### src/sv/eidt_pkg.sv
// ============================================================================
// eidt_pkg
// Shared types and constants for the expiring identifier duplicate filter:
// table geometry, field widths, the stored entry layout and the scan result.
// ============================================================================
package eidt_pkg;

	// Table geometry.
	localparam int ENTRIES = 1024;
	localparam int IDX_W   = $clog2(ENTRIES);
	localparam int FILL_W  = $clog2(ENTRIES + 1);

	// Field widths.
	localparam int ID_W   = 64;
	localparam int TIME_W = 48;
	localparam int LIFE_W = 20;

	// Lifetime register value after reset, in milliseconds.
	localparam logic [LIFE_W-1:0] LIFETIME_RESET = LIFE_W'(30000);

	// Largest representable time; expiry saturates here.
	localparam logic [TIME_W-1:0] TIME_MAX = '1;

	// One stored table entry.
	typedef struct packed {
		logic [ID_W-1:0]   id;
		logic [TIME_W-1:0] expiry;
	} entry_t;

	localparam int ENTRY_W = $bits(entry_t);

	// Outcome of one table scan, valid in the cycle that done is high.
	typedef struct packed {
		logic             done;
		logic             seen;
		logic [IDX_W-1:0] victim;
	} scan_res_t;

endpackage

### src/sv/eidt_scan.sv
// ============================================================================
// eidt_scan
// Table scan sequencer. Issues one read per cycle in index order and checks
// each returned entry for a live match, an expired slot, or a better
// replacement candidate (earliest expiry, lowest index on ties).
// ============================================================================
module eidt_scan (
	input  logic                          clk,
	input  logic                          arst_n,
	input  logic                          start,
	input  logic [eidt_pkg::ID_W-1:0]     id,
	input  logic [eidt_pkg::TIME_W-1:0]   now,
	input  logic [eidt_pkg::FILL_W-1:0]   fill,
	output logic                          rd_en,
	output logic [eidt_pkg::IDX_W-1:0]    rd_addr,
	input  eidt_pkg::entry_t              rd_data,
	output eidt_pkg::scan_res_t           res
);

	import eidt_pkg::*;

	localparam logic [IDX_W-1:0] LAST_IDX = IDX_W'(ENTRIES - 1);

	logic              issue_q;
	logic [IDX_W-1:0]  rd_addr_q;
	logic              v_s1;
	logic [IDX_W-1:0]  idx_s1;
	logic              have_best_q;
	logic [TIME_W-1:0] best_exp_q;
	logic [IDX_W-1:0]  best_idx_q;

	entry_t            ent;
	logic              live;
	logic              match;
	logic              last;
	logic              take_best;
	logic [IDX_W-1:0]  best_idx_next;

	assign rd_en   = issue_q;
	assign rd_addr = rd_addr_q;

	// Evaluate the entry returned by the RAM. Entries at or above the fill
	// count were never written and read as all zeros (expired).
	always_comb begin
		ent           = (FILL_W'(idx_s1) < fill) ? rd_data : '0;
		live          = ent.expiry > now;
		match         = live && (ent.id == id);
		last          = idx_s1 == LAST_IDX;
		take_best     = !have_best_q || (ent.expiry < best_exp_q);
		best_idx_next = take_best ? idx_s1 : best_idx_q;
		res.done      = v_s1 && (match || !live || last);
		res.seen      = match;
		res.victim    = live ? best_idx_next : idx_s1;
	end

	// Read issue control.
	always_ff @(posedge clk or negedge arst_n) begin
		if (!arst_n) begin
			issue_q   <= 1'b0;
			rd_addr_q <= '0;
			v_s1      <= 1'b0;
		end else if (start) begin
			issue_q   <= 1'b1;
			rd_addr_q <= '0;
			v_s1      <= 1'b0;
		end else begin
			v_s1 <= issue_q && !res.done;
			if (issue_q) begin
				rd_addr_q <= rd_addr_q + 1'b1;
				if (rd_addr_q == LAST_IDX) begin
					issue_q <= 1'b0;
				end
			end
			if (res.done) begin
				issue_q <= 1'b0;
			end
		end
	end

	// Index of the entry whose data arrives next cycle.
	always_ff @(posedge clk) begin
		idx_s1 <= rd_addr_q;
	end

	// Replacement candidate tracking over live, non-matching entries.
	always_ff @(posedge clk or negedge arst_n) begin
		if (!arst_n) begin
			have_best_q <= 1'b0;
		end else if (start) begin
			have_best_q <= 1'b0;
		end else if (v_s1 && !res.done) begin
			have_best_q <= 1'b1;
		end
	end

	always_ff @(posedge clk) begin
		if (v_s1 && !res.done && take_best) begin
			best_exp_q <= ent.expiry;
			best_idx_q <= idx_s1;
		end
	end

endmodule
### config.mk
export PLATFORM = sky130hd
export DESIGN_NAME = eidt_scan
export DESIGN_NICKNAME = d
export VERILOG_FILES = /design/src/sv/eidt_pkg.sv /design/src/sv/eidt_scan.sv
export SDC_FILE = /design/constraint.sdc
export NUM_CORES = 1
export LEC_CHECK = 0
export BUFFER_PORTS_ARGS = -buffer_cell sky130_fd_sc_hd__buf_2
export CAP_MARGIN = 5
export CORE_UTILIZATION = 50
export DETAILED_ROUTE_END_ITERATION = 12
export GPL_ROUTABILITY_DRIVEN = 0
export GPL_TIMING_DRIVEN = 0
export MAX_ROUTING_LAYER = met4
export PLACE_DENSITY = 0.79
export SETUP_SLACK_MARGIN = 0.2
export SLEW_MARGIN = 20
export SYNTH_ARGS = -nofsm -noshare
export SYNTH_HDL_FRONTEND = slang
export SYNTH_SLANG_ARGS = --single-unit
### constraint.sdc
create_clock -name clk -period 14.2 [get_ports clk]
set_input_delay 0 -clock clk [delete_from_list [all_inputs] [get_ports clk]]
set_output_delay 0 -clock clk [all_outputs]
set_load 0.05 [all_outputs]
==> results.toml <==
[global_routing]
use_met3_pct = 5.31
grt_util_all_layers_pct = 28.1
met1_usage_pct = 31.2
grt_pass1_vias = 6834
antenna_found_initial = 3
grt_pass1_wl_mm = 31.8
top_usage_layer = "met2"
grt_max_degree = 36
met2_usage_pct = 50.5
overflow = 0

[cells_and_area]
area_delta_synth_final_pct = 25.7
drive_above_1_share_pct = 28.6
fin_nets = 1467
utilization_pct = 64.4

[timing]
slew_violations = 0
worst_slew_pin_slew_ns = 0.929
whs_ns = 0.00305
fin_skew_ns = 0.00724
tns_ns = 0
fin_crit_ns = 6.20
finalSetupViolations = 0
post-route-period-util_pct = 43.7
fmax_mhz = 161
rsz0062_at_grt = "no"
relSlewSlack_pct = 37.5
finalHoldViolCount = 0

[routing]
drcViolationCount = 0
route.vias.total = 7253
wl_mm = 20.7
wl_per_cell_um = 15.7
via_per_inst = 5.50
drt_iter0_markers = 294
dr.pass1.iters = 6
postRouteAntennaNets = 0

[worst_setup_path]
critPathCaptureType = "register"
critPathMaxFanout = 35
cp_data_required_time_ns = 14.24
critPathArrivalTime_ns = 6.24
path_cells = "ha_1 -> nor2b_2 -> and3_4 -> buf_6 -> a31o_2 -> nor2_4 -> buf_1 -> clkbuf_1 -> and2_1 -> ha_1 -> nand2_1 -> nor4_1 -> nand4_1 -> nor2_1 -> mux2i_1 -> o31a_1 -> nor3_1 -> and4b_4 -> buf_12"
critPathSlowestCell = "nor4_1"
worstPathBufferInverterCount = 4
crit_family = "simple AND/OR/NAND/NOR gates"
crit_type = "reg -> reg"
critPathMostFrequentCell = "ha_1"
max_stage_delay_ns = 0.79
crit_path_start_kind = "register"

[pwr]
p_int_uw = 493
pwr-share-clk_pct = 33.8
switchingPower_uw = 214
combPwrFrac_pct = 26.9
seq_power_share_pct = 39.3
switching_share_pct = 30.2
p_leak_uw = 0.00464
max-vdd-ir-drop_v = 0.0000518
power_density_mw_per_mm2 = 75.8

[worst_hold_path]
hold_class = "in -> reg"

[synthesis]
async_reset_ff_share_pct = 16.0
ys_seq_elements = 81
ys_types = 78
avgSynthCellArea_um2 = 8.71
synth_area_leaders = "edfxtp_1, ha_1, inv_1"
ys_seq_area_share_pct = 30.6
synth.most_common_cell = "inv_1"
synth_top_area_share_pct = 23.5
synth_ff_type = "edfxtp_1"
yosys_warnings = 0
synth-edff-count = 58
yosys.area.top_type = "edfxtp_1"
synthTopCellsByCount = "inv_1, ha_1, edfxtp_1"
syn-num-nets = 1192
syn-instance-count = 852
syn_area_mm2 = 0.00742

[clocking]
clk_latency_ns = 0.35
cts_root_buffer = "clkbuf_16"
clk_pin_slew_worst_paths_ns = 0.07
cts_buffers = 9
cts_sinks = 81
ctsResizeCount = 0
cts_buffer_depth = 2
htreeDepth = 3
cts_tree = "done"

[die]
core_mm2 = 0.0145
start_util_pct = 51.2
die_y_um = 124
dieArea_mm2 = 0.0153
rows = 44
io_pins = 261
die_width_um = 124

[flow_run]
cap_violations = 0

[place]
dp_hpwl_mm = 16.9
io_buffers = 258

[outcome]
status = "finished clean"
## path summary, 6_finish.rpt
check                      slack [ns]         from  depth (start not counted)        endpoint
min in group asynchronous        0.06       arst_n                          2      rd_addr[3]
hold reg to reg                  0.44   rd_addr[7]                          0       idx_s1[7]
hold / removal                  0.003  rd_data[12]                          2  best_exp_q[12]
max in group asynchronous       13.91       arst_n                          2     have_best_q
setup / recovery                 8.00    idx_s1[9]                         19   best_idx_q[1]
setup reg to reg                 8.00    idx_s1[9]                         19   best_idx_q[1]
## power by group through the flow
stage / Clock, uW / Combinational (uW) / Sequential, uW
after detailed placement: 0 / 188 / 282
after global placement: 0 / 182 / 283
after floorplan: 0 / 109 / 287
after global routing: 252 / 213 / 279
final: 239 / 190 / 278
after CTS: 240 / 190 / 277
## registers in the layout, indices dropped and copies added, names as in the netlist
register and flops:
best_exp_q 48, best_idx_q 10, have_best_q 1, rd_en 1, idx_s1 10, v_s1 1
rd_addr 10
## cell families after synthesis
| family | after synthesis | share of synthesized area, % |
|---|---|---|
| AND/OR/NAND/NOR | 290 | 21.1 |
| AO/OA/AOI/OAI | 190 | 17.6 |
| buffers and inverters | 141 | 7.52 |
| adder cells (fa/ha/maj) | 103 | 17.3 |
| flip-flops | 81 | 30.6 |
| XOR/XNOR | 35 | 4.13 |
| multiplexers | 12 | 1.79 |
## repair_timing
action,CTS,global route
hold endpoints to repair,18,0
setup endpoints to repair,0,0
hold buffers,5,0
buffers inserted,0,0
## cell usage in the layout (no fill, tap or decap), drive strengths merged, types with 4 or more instances in the layout
cell type    Yosys  routed
a211oi          10      10
a21boi           5       5
a21o            13      13
a21oi           38      38
a31oi           20      20
and2            47      47
and3             6       6
buf              9     268
clkbuf           7      16
dfrtp           13      13
dfxtp           10      10
dlygate4sd3      0       5
edfxtp          58      58
ha             102     102
inv            125     128
mux2            10      10
nand2           50      50
nand2b          11      11
nand3           17      17
nand4           27      27
nor2            53      53
nor2b            5       5
nor3            31      31
nor3b            4       4
nor4            13      13
o2111ai          7       7
o211ai           5       5
o21ai           32      32
o21bai          11      11
o221ai          12      12
o22ai            6       6
o31ai            5       5
or2             16      16
or3              4       4
xnor2           28      28
xor2             7       7
## worst reg2reg max path, stage by stage (launching register included)
cell and delay, ns:
dfxtp_1 0.41, ha_1 0.27, nor2b_2 0.18, and3_4 0.17, buf_6 0.14, a31o_2 0.27, nor2_4 0.25, buf_1 0.38
clkbuf_1 0.52, and2_1 0.30, ha_1 0.17, nand2_1 0.07, nor4_1 0.79, nand4_1 0.22, nor2_1 0.14, mux2i_1 0.12
o31a_1 0.32, nor3_1 0.31, and4b_4 0.57, buf_12 0.28
## final cells by class
type	count	area, um^2
inverter	125	469
clock buffer	9	225
buffer	16	88.8
timing repair buffer	264	1360
clock inverter	7	76.3
sequential	81	2270
tap	184	230
fill	1233	5160
multi-input combinational	630	4600
antenna	3	7.51
## routing by layer
| metal | part of all wire (%) | wire (um) | vias to the layer above |
|---|---|---|---|
| li1 | - | - | 3650 |
| met1 | 41 | 8430 | 3297 |
| met2 | 51 | 10400 | 276 |
| met3 | 6.4 | 1310 | 30 |
| met4 | 2.3 | 476 | 0 |
| met5 | 0 | 0 | - |
## stage by stage
stage	worst slack, ns	std cells	total power, uW	instance area (um^2)
floorplan	8.49	852	396	7420
global placement	6.72	1294	464	8940
detailed placement	7.95	1295	470	8960
CTS	7.95	1316	708	9310
global route	7.53	1319	744	9320
finish	8.00	1319	707	9320
Note: power is estimated with default switching activity, not from simulation.
